`config.mk`:
```
export PLATFORM = sky130hd
export DESIGN_NAME = nmea_sentence_framer
export DESIGN_NICKNAME = d
export VERILOG_FILES = /design/src/rtl/nsf_pkg.sv /design/src/rtl/nsf_name_cmp.sv /design/src/rtl/nmea_sentence_framer.sv
export SDC_FILE = /design/constraint.sdc
export NUM_CORES = 1
export LEC_CHECK = 0
export BUFFER_PORTS_ARGS = -buffer_cell sky130_fd_sc_hd__buf_2
export CELL_PAD_IN_SITES_DETAIL_PLACEMENT = 1
export CELL_PAD_IN_SITES_GLOBAL_PLACEMENT = 1
export CORE_MARGIN = 8
export CORE_UTILIZATION = 48
export CTS_CLUSTER_SIZE = 20
export DETAILED_ROUTE_END_ITERATION = 10
export GPL_TIMING_DRIVEN = 0
export PLACE_DENSITY = 0.83
export SETUP_SLACK_MARGIN = 0.5
export SYNTH_ARGS = -nofsm -noshare
export SYNTH_HDL_FRONTEND = slang
export SYNTH_HIERARCHICAL = 1
export SYNTH_SLANG_ARGS = --single-unit
```
`constraint.sdc`:
```
create_clock -name clk -period 9.14 [get_ports clk]
set_clock_uncertainty 0.05 [all_clocks]
set_input_delay 2.742 -clock clk [delete_from_list [all_inputs] [get_ports clk]]
set_output_delay 2.742 -clock clk [all_outputs]
set_load 0.02 [all_outputs]
```
`src/rtl/nsf_pkg.sv`:
```
// shared constants, types and table functions of the nmea sentence framer
package nsf_pkg;

  localparam int NSF_NAME_TABLE = 7;
  localparam int NSF_NAME_LEN   = 5;
  localparam int NSF_NAME_COUNT = 7;
  localparam int NSF_NAME_BITS  = NSF_NAME_LEN * 8;

  // name 0 sits in the low bits, first character of each name in its top byte
  localparam logic [NSF_NAME_TABLE*NSF_NAME_BITS-1:0] NSF_NAME_ROM =
    {"GPZDA", "GPVTG", "GPRMC", "GPGSV", "GPGSA", "GPGLL", "GPGGA"};

  localparam logic [7:0] NSF_CH_DOLLAR = 8'h24;
  localparam logic [7:0] NSF_CH_STAR   = 8'h2A;
  localparam logic [7:0] NSF_CH_COMMA  = 8'h2C;
  localparam logic [7:0] NSF_CH_CR     = 8'h0D;
  localparam logic [7:0] NSF_CH_LF     = 8'h0A;
  localparam logic [7:0] NSF_CH_SPACE  = 8'h20;
  localparam logic [7:0] NSF_CH_TILDE  = 8'h7E;
  localparam logic [7:0] NSF_CH_ZERO   = 8'h30;
  localparam logic [7:0] NSF_CH_LA     = 8'h61;
  localparam logic [7:0] NSF_CH_LFH    = 8'h66;
  localparam logic [7:0] NSF_CASE_BIT  = 8'h20;
  localparam logic [7:0] NSF_NIB_MASK  = 8'h0F;

  typedef enum logic [1:0] {
    NSF_ST_OK   = 2'd0,
    NSF_ST_BAD  = 2'd1,
    NSF_ST_DONE = 2'd2
  } nsf_status_t;

  // outcome of one name compare step
  typedef struct packed {
    logic hit;
    logic comma_end;
    logic prefix_ok;
  } nsf_match_t;

  // character of a fixed name, zero past the end or past the table
  function automatic logic [7:0] nsf_name_char(input logic [2:0] idx, input logic [7:0] pos);
    int base;
    base = 0;
    if (idx >= 3'(NSF_NAME_TABLE) || pos >= 8'(NSF_NAME_LEN)) begin
      return 8'h00;
    end
    base = int'(idx) * NSF_NAME_BITS + (NSF_NAME_LEN - 1 - int'(pos)) * 8;
    return NSF_NAME_ROM[base +: 8];
  endfunction

  // hex digit value, lower case accepted, other characters wrap
  function automatic logic [7:0] nsf_hex_val(input logic [7:0] c);
    logic [7:0] v;
    v = c | NSF_CASE_BIT;
    if (v >= NSF_CH_LA && v <= NSF_CH_LFH) begin
      return v - NSF_CH_LA + 8'd10;
    end
    return v - NSF_CH_ZERO;
  endfunction

endpackage

```
`src/rtl/nsf_name_cmp.sv`:
```
// shared name compare unit: one candidate name against one character
module nsf_name_cmp import nsf_pkg::*; (
  input  logic [2:0] idx_i,
  input  logic [7:0] pos_i,
  input  logic [7:0] char_i,
  output nsf_match_t match_o
);

  logic [7:0] ref_c;
  logic [2:0] idx_next;

  assign idx_next = idx_i + 3'd1;

  always_comb begin
    ref_c = nsf_name_char(idx_i, pos_i);
    match_o.hit       = (char_i == ref_c);
    match_o.comma_end = (char_i == NSF_CH_COMMA) && (ref_c == 8'h00);
    match_o.prefix_ok = 1'b1;
    // matched prefix of the next name must equal that of this one
    for (int j = 0; j < NSF_NAME_LEN; j++) begin
      if (8'(j) < pos_i &&
          nsf_name_char(idx_i, 8'(j)) != nsf_name_char(idx_next, 8'(j))) begin
        match_o.prefix_ok = 1'b0;
      end
    end
  end

endmodule

```
`src/rtl/nmea_sentence_framer.sv`:
```
// top level of the nmea sentence framer: sequencer, sentence state and result register
//
// usage
// - input channel in_valid/in_ready/in_rx_char carries one received byte per word
// - result channel out_valid/out_ready carries exactly one result word per input word:
//   status, sentence type, field number, position in field and name-done flag
// - a '$' always restarts a sentence; '*' is followed by two hex checksum digits,
//   cr or lf ends a sentence without checksum; bad characters abort
// - while the sentence name is received each character is matched against the
//   fixed names, one candidate name per cycle on the shared compare unit
// - timing: a word is taken in the ready state and decoded in the cycle after; name
//   characters then go on to the search state, which tries the candidate names in turn
// - the result appears on out_* the cycle after the decode or the last search step
// - in_ready is high only while the sequencer waits for a word; it does not wait
//   for the previous result to be taken
// - if the receiver stalls, a finished word waits in the output register and the
//   next word holds in its last step until the register frees up
// - reset (rst_n low, synchronous) returns to the idle phase with a cleared
//   checksum, sentence and counters, and drops out_valid
module nmea_sentence_framer import nsf_pkg::*; #(
  parameter int NAME_COUNT = NSF_NAME_COUNT
) (
  input  logic       clk,
  input  logic       rst_n,
  input  logic       in_valid,
  output logic       in_ready,
  input  logic [7:0] in_rx_char,
  output logic       out_valid,
  input  logic       out_ready,
  output logic [1:0] out_status,
  output logic [2:0] out_sentence,
  output logic [7:0] out_field_number,
  output logic [7:0] out_field_pos,
  output logic       out_name_done
);

  // names beyond the table do not exist
  localparam int NAME_LIM = (NAME_COUNT < NSF_NAME_TABLE) ? NAME_COUNT : NSF_NAME_TABLE;
  localparam logic [3:0] LIM4 = 4'(NAME_LIM);

  typedef enum logic [1:0] {
    S_READY,
    S_EXEC,
    S_SEARCH
  } state_t;

  typedef enum logic [1:0] {
    PH_IDLE,
    PH_DATA,
    PH_CK1,
    PH_CK2
  } phase_t;

  state_t      st_r, st_nxt;
  phase_t      phase_r, phase_nxt;
  logic [7:0]  xor_r, xor_nxt;
  logic [2:0]  sid_r, sid_nxt;
  logic [7:0]  fcnt_r, fcnt_nxt;
  logic [7:0]  ccnt_r, ccnt_nxt;
  logic [7:0]  char_r, char_nxt;
  logic [2:0]  idx_r, idx_nxt;

  logic        out_valid_r, out_valid_nxt;
  logic [1:0]  out_status_r, out_status_nxt;
  logic [2:0]  out_sentence_r, out_sentence_nxt;
  logic [7:0]  out_fnum_r, out_fnum_nxt;
  logic [7:0]  out_fpos_r, out_fpos_nxt;
  logic        out_done_r, out_done_nxt;

  nsf_match_t  match;
  nsf_status_t res_status;
  logic        res_done;
  logic        out_load;
  logic        slot_free;
  logic [2:0]  start_idx;
  logic        start_out;
  logic        last_name;
  logic        printable;
  logic        is_comma;
  logic [7:0]  xor_upd;
  logic [7:0]  fcnt_upd;
  logic [7:0]  ccnt_upd;
  logic [7:0]  hex_v;

  // shared compare unit, walked over the candidate names by the sequencer
  nsf_name_cmp u_cmp (
    .idx_i  (idx_r),
    .pos_i  (ccnt_r),
    .char_i (char_r),
    .match_o(match)
  );

  assign in_ready  = (st_r == S_READY);
  assign slot_free = !out_valid_r || out_ready;

  // search starts at the current candidate
  assign start_idx = (sid_r == 3'd0) ? 3'd0 : sid_r - 3'd1;
  assign start_out = ({1'b0, start_idx} >= LIM4);
  assign last_name = ({1'b0, idx_r} + 4'd1 >= LIM4);

  assign printable = (char_r >= NSF_CH_SPACE) && (char_r <= NSF_CH_TILDE);
  assign is_comma  = (char_r == NSF_CH_COMMA);
  assign xor_upd   = xor_r ^ char_r;
  assign hex_v     = nsf_hex_val(char_r);

  // data characters still move the counters when they abort
  assign fcnt_upd = (is_comma && fcnt_r != 8'hFF) ? fcnt_r + 8'd1 : fcnt_r;
  assign ccnt_upd = is_comma ? 8'd0 : ((ccnt_r == 8'hFF) ? ccnt_r : ccnt_r + 8'd1);

  always_comb begin
    st_nxt        = st_r;
    phase_nxt     = phase_r;
    xor_nxt       = xor_r;
    sid_nxt       = sid_r;
    fcnt_nxt      = fcnt_r;
    ccnt_nxt      = ccnt_r;
    char_nxt      = char_r;
    idx_nxt       = idx_r;
    out_valid_nxt = out_valid_r && !out_ready;
    res_status    = NSF_ST_OK;
    res_done      = 1'b0;
    out_load      = 1'b0;

    case (st_r)
      S_READY: begin
        if (in_valid) begin
          char_nxt = in_rx_char;
          st_nxt   = S_EXEC;
        end
      end

      S_EXEC: begin
        if (char_r != NSF_CH_DOLLAR && phase_r == PH_DATA && char_r != NSF_CH_STAR &&
            char_r != NSF_CH_CR && char_r != NSF_CH_LF && printable &&
            fcnt_r == 8'd0 && !start_out) begin
          // name character: hand over to the search loop
          idx_nxt = start_idx;
          st_nxt  = S_SEARCH;
        end else if (slot_free) begin
          st_nxt   = S_READY;
          out_load = 1'b1;
          if (char_r == NSF_CH_DOLLAR) begin
            xor_nxt   = 8'd0;
            sid_nxt   = 3'd0;
            fcnt_nxt  = 8'd0;
            ccnt_nxt  = 8'd0;
            phase_nxt = PH_DATA;
          end else begin
            case (phase_r)
              PH_IDLE: begin
                res_status = NSF_ST_BAD;
                sid_nxt    = 3'd0;
              end
              PH_DATA: begin
                if (char_r == NSF_CH_STAR) begin
                  phase_nxt = PH_CK1;
                end else if (char_r == NSF_CH_CR || char_r == NSF_CH_LF) begin
                  phase_nxt  = PH_IDLE;
                  res_status = NSF_ST_DONE;
                end else if (!printable) begin
                  phase_nxt  = PH_IDLE;
                  sid_nxt    = 3'd0;
                  res_status = NSF_ST_BAD;
                end else begin
                  xor_nxt  = xor_upd;
                  fcnt_nxt = fcnt_upd;
                  ccnt_nxt = ccnt_upd;
                  // name with no candidate left, or later field of an unknown sentence
                  if (fcnt_r == 8'd0 || sid_r == 3'd0) begin
                    phase_nxt  = PH_IDLE;
                    sid_nxt    = 3'd0;
                    res_status = NSF_ST_BAD;
                  end
                end
              end
              PH_CK1: begin
                if ((xor_r >> 4) != hex_v) begin
                  phase_nxt  = PH_IDLE;
                  sid_nxt    = 3'd0;
                  res_status = NSF_ST_BAD;
                end else begin
                  phase_nxt = PH_CK2;
                end
              end
              PH_CK2: begin
                if ((xor_r & NSF_NIB_MASK) != hex_v) begin
                  phase_nxt  = PH_IDLE;
                  sid_nxt    = 3'd0;
                  res_status = NSF_ST_BAD;
                end else begin
                  phase_nxt  = PH_IDLE;
                  res_status = NSF_ST_DONE;
                end
              end
              default: begin
                phase_nxt = PH_IDLE;
              end
            endcase
          end
        end
      end

      S_SEARCH: begin
        if (match.hit || match.comma_end || last_name || !match.prefix_ok) begin
          if (slot_free) begin
            st_nxt   = S_READY;
            out_load = 1'b1;
            xor_nxt  = xor_upd;
            fcnt_nxt = fcnt_upd;
            ccnt_nxt = ccnt_upd;
            if (match.hit) begin
              sid_nxt = idx_r + 3'd1;
            end else if (match.comma_end) begin
              sid_nxt  = start_idx + 3'd1;
              res_done = 1'b1;
            end else begin
              // candidates exhausted or prefix differs
              phase_nxt  = PH_IDLE;
              sid_nxt    = 3'd0;
              res_status = NSF_ST_BAD;
            end
          end
        end else begin
          idx_nxt = idx_r + 3'd1;
        end
      end

      default: begin
        st_nxt = S_READY;
      end
    endcase

    out_status_nxt   = out_status_r;
    out_sentence_nxt = out_sentence_r;
    out_fnum_nxt     = out_fnum_r;
    out_fpos_nxt     = out_fpos_r;
    out_done_nxt     = out_done_r;
    if (out_load) begin
      out_valid_nxt    = 1'b1;
      out_status_nxt   = res_status;
      out_sentence_nxt = sid_nxt;
      out_fnum_nxt     = fcnt_nxt;
      out_fpos_nxt     = ccnt_nxt;
      out_done_nxt     = res_done;
    end
  end

  always_ff @(posedge clk) begin
    if (!rst_n) begin
      st_r        <= S_READY;
      phase_r     <= PH_IDLE;
      xor_r       <= 8'd0;
      sid_r       <= 3'd0;
      fcnt_r      <= 8'd0;
      ccnt_r      <= 8'd0;
      idx_r       <= 3'd0;
      out_valid_r <= 1'b0;
    end else begin
      st_r        <= st_nxt;
      phase_r     <= phase_nxt;
      xor_r       <= xor_nxt;
      sid_r       <= sid_nxt;
      fcnt_r      <= fcnt_nxt;
      ccnt_r      <= ccnt_nxt;
      idx_r       <= idx_nxt;
      out_valid_r <= out_valid_nxt;
    end
    char_r         <= char_nxt;
    out_status_r   <= out_status_nxt;
    out_sentence_r <= out_sentence_nxt;
    out_fnum_r     <= out_fnum_nxt;
    out_fpos_r     <= out_fpos_nxt;
    out_done_r     <= out_done_nxt;
  end

  assign out_valid        = out_valid_r;
  assign out_status       = out_status_r;
  assign out_sentence     = out_sentence_r;
  assign out_field_number = out_fnum_r;
  assign out_field_pos    = out_fpos_r;
  assign out_name_done    = out_done_r;

  // a new result only comes from a decode or a final search step
  a_load_src: assert property (@(posedge clk) disable iff (!rst_n)
    $rose(out_valid_r) |-> ($past(st_r) == S_EXEC || $past(st_r) == S_SEARCH))
    else $error("result loaded outside decode or search");

  // a completed sentence leaves the framer idle
  a_done_idle: assert property (@(posedge clk) disable iff (!rst_n)
    (out_valid_r && out_status_r == NSF_ST_DONE) |-> (phase_r == PH_IDLE))
    else $error("completed sentence but framer not idle");

  // an aborted or rejected character never reports a sentence type
  a_bad_unknown: assert property (@(posedge clk) disable iff (!rst_n)
    (out_valid_r && out_status_r == NSF_ST_BAD) |-> (out_sentence_r == 3'd0))
    else $error("abort with sentence type set");

  // the name ends on its comma: first field closed, position cleared
  a_name_done: assert property (@(posedge clk) disable iff (!rst_n)
    (out_valid_r && out_done_r) |->
      (out_status_r == NSF_ST_OK && out_fnum_r == 8'd1 && out_fpos_r == 8'd0))
    else $error("name done flag inconsistent");

  // the search never walks past the last name
  a_idx_range: assert property (@(posedge clk) disable iff (!rst_n)
    (st_r == S_SEARCH) |-> ({1'b0, idx_r} < LIM4))
    else $error("name search index out of range");

endmodule

```
Word-level counts from Yosys, hierarchy flattened
Index checks and enable logic that the tools add are counted.
Widths: inputs -> output; s select.
- flip-flop bits (word level): 65
- input bits: 12
- output and inout port bits: 24
- word-level logic and storage cells: 260
- shift-type cells: 11
- equality and inequality tests: 39
- $add $sub $neg: 19
- bitwise logic cells: 4
- magnitude comparators: 14
- reduce and logical (&&, ||, !) cells: 40
- multiply operators: 2
- multiplexer cells: 117
- operators with widths (operator ; number):
    $shiftx 280x32->8 const A ; 11
    $mux 8 ; 46
    $add 32x6->32 const B ; 4
    $add 32x5->32 const B ; 2
    $add 32x7->32 const B ; 2
    $mux 3 ; 16
    $pmux 8 s2 ; 3
    $mux 2 ; 22
    $ne 8x8->1 ; 5
    $add 32x32->32 ; 1
    $eq 8x6->1 const B ; 3
    $mux 1 ; 21
    $ne 2x2->1 const B ; 9
    $reduce_and 9->1 ; 2
    $logic_and 1x1->1 ; 17
    $add 8x1->8 const B ; 2
    $eq 8x4->1 const B ; 2
    $le 8x7->1 const B ; 2
    $logic_not 8->1 ; 2
    $lt 1x8->1 const A ; 2
    $lt 2x8->1 const A ; 2
    $ne 4x8->1 ; 2
    $ne 8x4->1 const B ; 2
    $ne 8x6->1 const B ; 2
    other kinds (38) ; 64

Depth between registers and ports, before layout
Gate-level depths: netlist (run 1).
- depth after elaboration: 17
- gate-level depth with buffers: 27
- depth with buffers taken out: 22

Cells and area by module
Netlist (run 1), hierarchy kept.
- by module, submodules not included (module ; instances ; cells an instance ; sequential area each (um2) ; area an instance (um2)):
    nsf_name_cmp ; 1 ; 661 ; 0.0 ; 4504.3
    nmea_sentence_framer ; 1 ; 439 ; 1601.5 ; 4141.5

Least setup slack after synthesis (run 1)
Ideal clock, no wire load.
- path type: reg-to-reg
- from: reg idx_r[2]
- to: reg out_fnum_r[0], in the netlist out_field_number[0], enable pin
- path slack: 2.411 ns
- clock period less this slack: 6.729 ns
- stages on the path, launching flop included: 23
- data arrival time: 6.279 ns
- setup time: 0.401 ns
- buffers on the path: 4
- required time: 8.689 ns
- path through: dfxtp_1 clkbuf_1 clkbuf_1 inv_1 ha_1 clkbuf_1 inv_1 ha_1 ha_1 buf_4 xnor2_1 mux4_2 a2111oi_4 nor2_2 a32o_1 or3_1 a41oi_2 nor4_2 or3b_2 a211oi_1 nor2_1 o21ai_0 nor2_1
- RTL lines (what ; RTL line ; text):
    from (decl) ; nmea_sentence_framer.sv:61 ; logic [2:0] idx_r, idx_nxt;
    from (signal assigned) ; nmea_sentence_framer.sv:265 ; idx_r <= idx_nxt;
    to (signal assigned) ; nmea_sentence_framer.sv:271 ; out_fnum_r <= out_fnum_nxt;
    to (decl) ; nmea_sentence_framer.sv:66 ; logic [7:0] out_fnum_r, out_fnum_nxt;

==> impl_metrics.sql, run 1 <==
INSERT INTO impl_metrics (metric_group, metric, value, unit) VALUES
('synthesis', 'seq_area_frac_synth', '18.5', '%'),
('critical_path', 'regToRegSetupSlack', '0.95', 'ns'),
('status', 'run_status', 'finished, final reports clean', ''),
('power_and_ir_drop', 'power.sequential.fraction', '40.8', '%'),
('floorplanning', 'floorplan.initialDensity', '48.5', '%'),
('power_and_ir_drop', 'clkPwrFrac', '48.6', '%'),
('synthesis', 'synth.ff_latch_count', '65', ''),
('cells_and_area', 'final-seq-area', '1600', 'µm²'),
('global_routing', 'initial_antenna_violation_count', '0', ''),
('clock_tree', 'ctsResizeCount', '0', ''),
('clock_tree', 'cts.sinks', '65', ''),
('clock_tree', 'cts.reportedPaths.clkPinSlew', '0.06', 'ns'),
('detailed_routing', 'drt.antenna.violating_nets', '0', ''),
('critical_path', 'largest_fanout_of_any_net_on_the_critical_path', '13', ''),
('detailed_routing', 'vias', '9082', ''),
('critical_path', 'r2r_end', 'out_field_pos[4]', ''),
('synthesis', 'yosysMostFrequentCell', 'sky130_fd_sc_hd__nor2_1', ''),
('timing', 'rsz0062_at_grt', 'false', ''),
('timing', 'final-max-slew-violation-count', '0', ''),
('synthesis', 'postSynth.topFlopCell', 'sky130_fd_sc_hd__dfxtp_1', ''),
('clock_tree', 'clk-insertion-delay-late', '0.34', 'ns'),
('global_routing', 'grt_pass1_vias', '9409', ''),
('place', 'gp_routability_congestion', '0.931', ''),
('synthesis', 'mappedNetlistNets', '1176', ''),
('cells_and_area', 'drive_above_1_share', '12.4', '%'),
('power_and_ir_drop', 'power.combinational.fraction', '10.7', '%'),
('synthesis', 'synth.area.top_cells', 'sky130_fd_sc_hd__edfxtp_1 10%, sky130_fd_sc_hd__ha_1 8.8%, sky130_fd_sc_hd__dfxtp_1 8.1%, sky130_fd_sc_hd__nor2_1 4.3%, sky130_fd_sc_hd__nand2_1 3.9%', ''),
('power_and_ir_drop', 'switchingPower', '208', 'µW'),
('hold_path', 'min_from', 'st_r[0]', ''),
('cells_and_area', 'fillerInstances', '2234', ''),
('timing', 'achievable-frequency', '122', 'MHz'),
('clock_tree', 'post-cts-setup-buffers', '0', ''),
('cells_and_area', 'post-route-cell-area', '9480', 'µm²'),
('synthesis', 'netlist_top_cells_count', '100 x sky130_fd_sc_hd__nor2_1, 90 x sky130_fd_sc_hd__nand2_1, 61 x sky130_fd_sc_hd__a21oi_1, 61 x sky130_fd_sc_hd__ha_1, 51 x sky130_fd_sc_hd__o21ai_0', ''),
('place', 'count_of_input_and_output_buffers', '34', ''),
('hold_path', 'worstHoldPathType', 'register to register', ''),
('synthesis', 'avgSynthCellArea', '7.86', 'µm²'),
('floorplanning', 'placeable_core_area', '17800', 'µm²'),
('clock_tree', 'numCtsBuffers', '9', ''),
('critical_path', 'cp_data_required_time', '9.29', 'ns'),
('global_routing', 'globalRouteMet2Util', '48.5', '%'),
('timing', 'period_minus_slack', '8.19', 'ns'),
('floorplanning', 'total_die_area', '22600', 'µm²'),
('cells_and_area', 'insertedDiodeCount', '0', ''),
('synthesis', 'yosysWarnings', '6', ''),
('power_and_ir_drop', 'irDropWorstVdd', '0.139', 'mV'),
('power_and_ir_drop', 'internal_power', '585', 'µW'),
('timing', 'fin_crit_sh', '89.6', '%'),
('power_and_ir_drop', 'cellPowerDensity', '83.6', 'nW/µm²'),
('synthesis', 'netlist.top_cell.by_area', 'sky130_fd_sc_hd__edfxtp_1', ''),
('global_routing', 'grt.overflow.total', '0', ''),
('critical_path', 'crit_path_end_kind', 'register', ''),
('floorplanning', 'die_w', '150', 'µm'),
('floorplanning', 'fp-row-count', '49', ''),
('global_routing', 'globalRouteMet3Util', '3.16', '%'),
('detailed_routing', 'detail_route.wl_per_cell', '22.1', 'µm'),
('synthesis', 'synth-async-reset-ratio', '0', '%'),
('global_routing', 'gr-usage-met1', '31.3', '%'),
('detailed_routing', 'avgViaCountPerCell', '6.58', ''),
('floorplanning', 'die-height', '150', 'µm'),
('hold_path', 'worstHoldEndpoint', 'st_r[0]', ''),
('detailed_routing', 'drt-pass1-iter-count', '5', ''),
('global_routing', 'grt.total_usage', '26.9', '%'),
('global_routing', 'top_usage_layer', 'met2', ''),
('place', 'hpwl', '22500', 'µm'),
('power_and_ir_drop', 'power.static_leakage', '0.00383', 'µW'),
('timing', 'slew_headroom', '26.0', '%'),
('critical_path', 'setup.worst_path.class', 'register to register', ''),
('power_and_ir_drop', 'totalPowerFinal', '793', 'µW'),
('detailed_routing', 'drc_violation_count_after_routing', '0', ''),
('clock_tree', 'cts-htree-levels', '3', '');
flip-flops by register name, summed over array words and instances (netlist names):
name / flops
st_r: 2
out_name_done: 1
fcnt_r: 8
sid_r: 3
idx_r: 3
ccnt_r: 8
out_status: 2
out_field_pos: 8
char_r: 8
xor_r: 8
out_field_number: 8
out_valid: 1
out_sentence: 3
phase_r: 2
metal layers:
metal | up-vias | share of wire (%)
met3 | 69 | 4.6
met2 | 309 | 51
li1 | 4254 | -
met1 | 4450 | 41
met5 | - | 0
met4 | 0 | 3.3
layout by cell type, fill, tap and decap left out, types with 16 or more instances in the layout:
master / n
sky130_fd_sc_hd__nor2_1: 99
sky130_fd_sc_hd__and2_1: 22
sky130_fd_sc_hd__clkbuf_1: 25
sky130_fd_sc_hd__a31oi_1: 28
sky130_fd_sc_hd__and3_1: 17
sky130_fd_sc_hd__a21oi_1: 61
sky130_fd_sc_hd__edfxtp_1: 30
sky130_fd_sc_hd__buf_2: 53
sky130_fd_sc_hd__inv_1: 44
sky130_fd_sc_hd__dfxtp_1: 35
sky130_fd_sc_hd__o211ai_1: 16
sky130_fd_sc_hd__o21ai_0: 51
sky130_fd_sc_hd__xnor2_1: 29
sky130_fd_sc_hd__mux2i_1: 17
sky130_fd_sc_hd__nand3_1: 44
sky130_fd_sc_hd__ha_1: 61
sky130_fd_sc_hd__nand2_1: 90
sky130_fd_sc_hd__xor2_1: 27
sky130_fd_sc_hd__nor3_1: 34
sky130_fd_sc_hd__nand2b_1: 24
how the worst max path moves through the flow:
stage	startpoint	slack, ns	end
final	idx_r[2]	0.95	out_field_pos[4]
after global routing	idx_r[2]	0.56	out_field_pos[4]
after CTS	idx_r[2]	0.58	ccnt_r[3]
after detailed placement	idx_r[2]	0.63	ccnt_r[3]
after floorplan	idx_r[2]	2.41	out_field_number[0]
after global placement	idx_r[2]	0.81	out_field_pos[0]
final cells by class:
cell class	count	area share [%]
Multi-Input combinational cell	928	69.6
Tap cell	229	3.02
Clock buffer	9	2.38
Sequential cell	65	16.9
Inverter	48	1.90
Buffer	59	3.00
Timing Repair Buffer	35	2.09
Clock inverter	7	1.08
per-stage QoR:
stage | utilization, % | setup WS [ns] | instances | hold slack [ns]
floorplan | - | 2.41 | 1100 | 0.431
global placement | 51.0 | 0.811 | 1363 | 0.460
detailed placement | 51.2 | 0.632 | 1364 | 0.474
CTS | 53.0 | 0.583 | 1380 | 0.484
global route | 53.1 | 0.564 | 1380 | 0.509
finish | 53.1 | 0.954 | 1380 | 0.482
kinds of logic after synthesis:
logic type	count (synthesis)	synth area share (%)
AO/OA/AOI/OAI	343	29.2
XOR/XNOR	61	6.51
adder cells (fa/ha/maj)	65	9.64
buffers and inverters	107	5.35
flip-flops	65	18.5
multiplexers	29	4.05
AND/OR/NAND/NOR	430	26.7
power groups by stage:
stage / combinational, µW / sequential [µW] / clock [µW]
finish: 84.8 / 323 / 385
global route: 91.9 / 324 / 402
CTS: 84.1 / 323 / 389
detailed placement: 81.5 / 329 / 0
global placement: 77.4 / 329 / 0
floorplan: 56.4 / 329 / 0
worst max-delay path, cell delays in order, from the launching register on:
cell	delay (ns)
sky130_fd_sc_hd__dfxtp_1	0.66
sky130_fd_sc_hd__clkbuf_2	0.36
sky130_fd_sc_hd__buf_1	0.44
sky130_fd_sc_hd__inv_1	0.16
sky130_fd_sc_hd__ha_1	0.31
sky130_fd_sc_hd__clkbuf_1	0.35
sky130_fd_sc_hd__inv_1	0.20
sky130_fd_sc_hd__ha_1	0.52
sky130_fd_sc_hd__ha_1	0.27
sky130_fd_sc_hd__buf_4	0.16
sky130_fd_sc_hd__xnor2_2	0.29
sky130_fd_sc_hd__mux4_2	0.58
sky130_fd_sc_hd__a2111oi_4	0.45
sky130_fd_sc_hd__o21ai_0	0.16
sky130_fd_sc_hd__nor4b_1	0.28
sky130_fd_sc_hd__or3_1	0.19
sky130_fd_sc_hd__a41oi_2	0.12
sky130_fd_sc_hd__nor4_2	0.39
sky130_fd_sc_hd__or3b_2	0.50
sky130_fd_sc_hd__a211oi_1	0.36
sky130_fd_sc_hd__nor2_1	0.27
sky130_fd_sc_hd__o21ai_2	0.34
sky130_fd_sc_hd__nor2_1	0.21
sky130_fd_sc_hd__o21ai_0	0.17
sky130_fd_sc_hd__o21a_1	0.22
(Power assumes the default switching activity.)
==> run 2, diff against run 1 <==
--- a/config.mk
+++ b/config.mk
@@ -14,6 +14,7 @@
 export DETAILED_ROUTE_END_ITERATION = 10
 export GPL_TIMING_DRIVEN = 0
 export PLACE_DENSITY = 0.83
+export RECOVER_POWER = 100
 export SETUP_SLACK_MARGIN = 0.5
 export SYNTH_ARGS = -nofsm -noshare
 export SYNTH_HDL_FRONTEND = slang
==> impl_metrics.sql, run 2 (synthesis gave the netlist of run 1 again) <==
INSERT INTO impl_metrics (metric_group, metric, value, unit) VALUES
('job', 'maximum_capacitance_violations', '0', ''),
('place', 'hpwl', '22500', 'µm'),
('hold_path', 'min_from', 'st_r[0]', ''),
('power_and_ir_drop', 'power.static_leakage', '0.00373', 'µW'),
('place', 'placement.setup.worst_slack', '0.632', 'ns'),
('floorplanning', 'boundaryPins', '36', ''),
('floorplanning', 'die-height', '150', 'µm'),
('detailed_routing', 'drt-pass1-iter-count', '5', ''),
('cells_and_area', 'syn_to_final_growth', '8.86', '%'),
('detailed_routing', 'detail_route.wirelength', '30500', 'µm'),
('timing', 'setup_viol', '0', ''),
('timing', 'worstMarginPinSlew', '1.09', 'ns'),
('timing', 'whs', '0.481', 'ns'),
('cells_and_area', 'post-route-cell-area', '9410', 'µm²'),
('floorplanning', 'die_w', '150', 'µm'),
('cells_and_area', 'insertedDiodeCount', '0', ''),
('place', 'count_of_input_and_output_buffers', '34', ''),
('floorplanning', 'floorplan.initialDensity', '48.5', '%'),
('power_and_ir_drop', 'sw_frac_of_total', '26.3', '%'),
('place', 'gp_routability_congestion', '0.931', ''),
('timing', 'fin_crit_sh', '92.6', '%'),
('power_and_ir_drop', 'switchingPower', '208', 'µW'),
('clock_tree', 'clk-insertion-delay-late', '0.35', 'ns'),
('clock_tree', 'post-cts-setup-buffers', '0', ''),
('critical_path', 'worstSetupStartpointType', 'register', ''),
('cells_and_area', 'layout_common_cells', '100 x sky130_fd_sc_hd__nor2_1, 90 x sky130_fd_sc_hd__nand2_1, 61 x sky130_fd_sc_hd__a21oi_1, 61 x sky130_fd_sc_hd__ha_1, 53 x sky130_fd_sc_hd__clkbuf_1', ''),
('detailed_routing', 'drt.antenna.violating_nets', '0', ''),
('cells_and_area', 'drive_above_1_share', '9.73', '%'),
('power_and_ir_drop', 'cellPowerDensity', '84.1', 'nW/µm²'),
('power_and_ir_drop', 'internal_power', '583', 'µW'),
('cells_and_area', 'final_core_util', '52.8', '%'),
('global_routing', 'grt_max_degree', '20', ''),
('detailed_routing', 'detail_route.wl_per_cell', '22.1', 'µm'),
('clock_tree', 'ctsResizeCount', '0', ''),
('global_routing', 'grt_pass1_vias', '9409', ''),
('global_routing', 'initial_antenna_violation_count', '0', ''),
('clock_tree', 'ctsRootBufferMaster', 'sky130_fd_sc_hd__clkbuf_16', ''),
('critical_path', 'worst_path_most_repeated_cell', 'sky130_fd_sc_hd__clkbuf_1', ''),
('clock_tree', 'cts.reportedPaths.clkPinSlew', '0.06', 'ns'),
('floorplanning', 'fp-row-count', '49', ''),
('timing', 'hold_viol', '0', ''),
('critical_path', 'regToRegStartpoint', 'idx_r[2]', ''),
('critical_path', 'setup.worst_path.class', 'register to register', ''),
('critical_path', 'cp_data_required_time', '9.18', 'ns'),
('timing', 'setup_slack', '0.678', 'ns'),
('timing', 'rsz0062_at_grt', 'false', ''),
('clock_tree', 'cts-root-to-sink-buffers', '2', ''),
('clock_tree', 'hold_buffers', '0', ''),
('timing', 'final-max-slew-violation-count', '0', ''),
('floorplanning', 'placeable_core_area', '17800', 'µm²'),
('global_routing', 'grt_pass1_wl', '49300', 'µm'),
('detailed_routing', 'avgViaCountPerCell', '6.57', ''),
('timing', 'achievable-frequency', '118', 'MHz'),
('critical_path', 'crit_path_end_kind', 'register', ''),
('critical_path', 'critical_path.slowest_cell', 'sky130_fd_sc_hd__dfxtp_1', ''),
('critical_path', 'cp.buffers_inverters', '8', ''),
('critical_path', 'crit_family', 'buffers and inverters', ''),
('power_and_ir_drop', 'power.sequential.fraction', '40.8', '%'),
('detailed_routing', 'initialDrtViolationCount', '532', ''),
('critical_path', 'largest_fanout_of_any_net_on_the_critical_path', '13', ''),
('detailed_routing', 'vias', '9064', ''),
('critical_path', 'critical-path-max-stage-delay', '0.67', 'ns'),
('status', 'run_status', 'finished, final reports clean', ''),
('power_and_ir_drop', 'power.combinational.fraction', '10.4', '%'),
('global_routing', 'grt.total_usage', '26.9', '%'),
('clock_tree', 'numCtsBuffers', '9', ''),
('hold_path', 'worstHoldPathType', 'register to register', ''),
('clock_tree', 'cts-htree-levels', '3', ''),
('clock_tree', 'cts_tree', 'built', ''),
('floorplanning', 'total_die_area', '22600', 'µm²'),
('cells_and_area', 'layout.nets', '1222', ''),
('critical_path', 'critical_path.startpoint', 'idx_r[2]', ''),
('cells_and_area', 'fillerInstances', '2250', ''),
('timing', 'period_minus_slack', '8.46', 'ns'),
('place', 'dpl_cell_area', '9130', 'µm²'),
('cells_and_area', 'mostFrequentLayoutCell', 'sky130_fd_sc_hd__nor2_1', ''),
('detailed_routing', 'drc_violation_count_after_routing', '0', ''),
('critical_path', 'worst-endpoint-arrival', '8.50', 'ns'),
('clock_tree', 'cts.sinks', '65', ''),
('timing', 'setup_tns', '0', 'ns'),
('global_routing', 'grt.overflow.total', '0', ''),
('power_and_ir_drop', 'clkPwrFrac', '48.8', '%'),
('timing', 'slew_headroom', '26.9', '%'),
('power_and_ir_drop', 'irDropWorstVdd', '0.139', 'mV');
## run 2: changes by cell type in the layout (fill, tap and decap cells not counted), moves of 2 or more
cell	delta
sky130_fd_sc_hd__and2_0	+8
sky130_fd_sc_hd__and2_1	-8
sky130_fd_sc_hd__clkbuf_1	+28
sky130_fd_sc_hd__buf_2	-25
sky130_fd_sc_hd__buf_1	-2
## run 2: worst register-to-register path, delay by kind of cell, from the launching register on
family	cells	cell delay, ns
buf+inv	8	2.61
flops	1	0.67
compound gates	8	2.03
fa+ha+maj	3	0.88
xor+xnor	2	0.48
simple gates	5	1.49
## run 2: final cells by class
cell class	count	area [µm²]	area share, %
clock buffers	9	225	2.39
well taps	229	287	3.04
multi-input cells	928	6570	69.8
inverters	48	180	1.91
clock inverters	7	103	1.09
flip-flops and latches	65	1600	17.0
repair buffers	35	166	1.77
plain buffers	59	283	3.00
## run 2: final timing paths
path | endpoint | slack [ns] | cells past startpoint
max | out_field_pos[1] | 0.68 | 26
min | st_r[0] | 0.48 | 2
max reg2reg | out_field_pos[1] | 0.68 | 26
min reg2reg | st_r[0] | 0.48 | 2
## run 2: power by group through the flow
stage | clock [µW] | combinational (µW) | sequential, µW
floorplan | 0 | 56.4 | 329
global placement | 0 | 77.4 | 329
detailed placement | 0 | 81.5 | 329
CTS | 389 | 84.1 | 323
global route | 402 | 89.1 | 324
finish | 386 | 82.2 | 323
## run 2: per-stage QoR
stage          instances  total power, µW
6_report            1380              791
5_1_grt             1380              815
4_1_cts             1380              796
3_5_place_dp        1364              410
3_3_place_gp        1363              406
2_1_floorplan       1100              385
## run 2: routing by layer
layer,wire [µm],track usage [%],vias up,part of all wire (%)
li1,-,-,4248,-
met3,1330,3.16,69,4.4
met1,12600,31.3,4456,41
met5,0,0,-,0
met4,1050,12.1,0,3.4
met2,15500,48.5,291,51
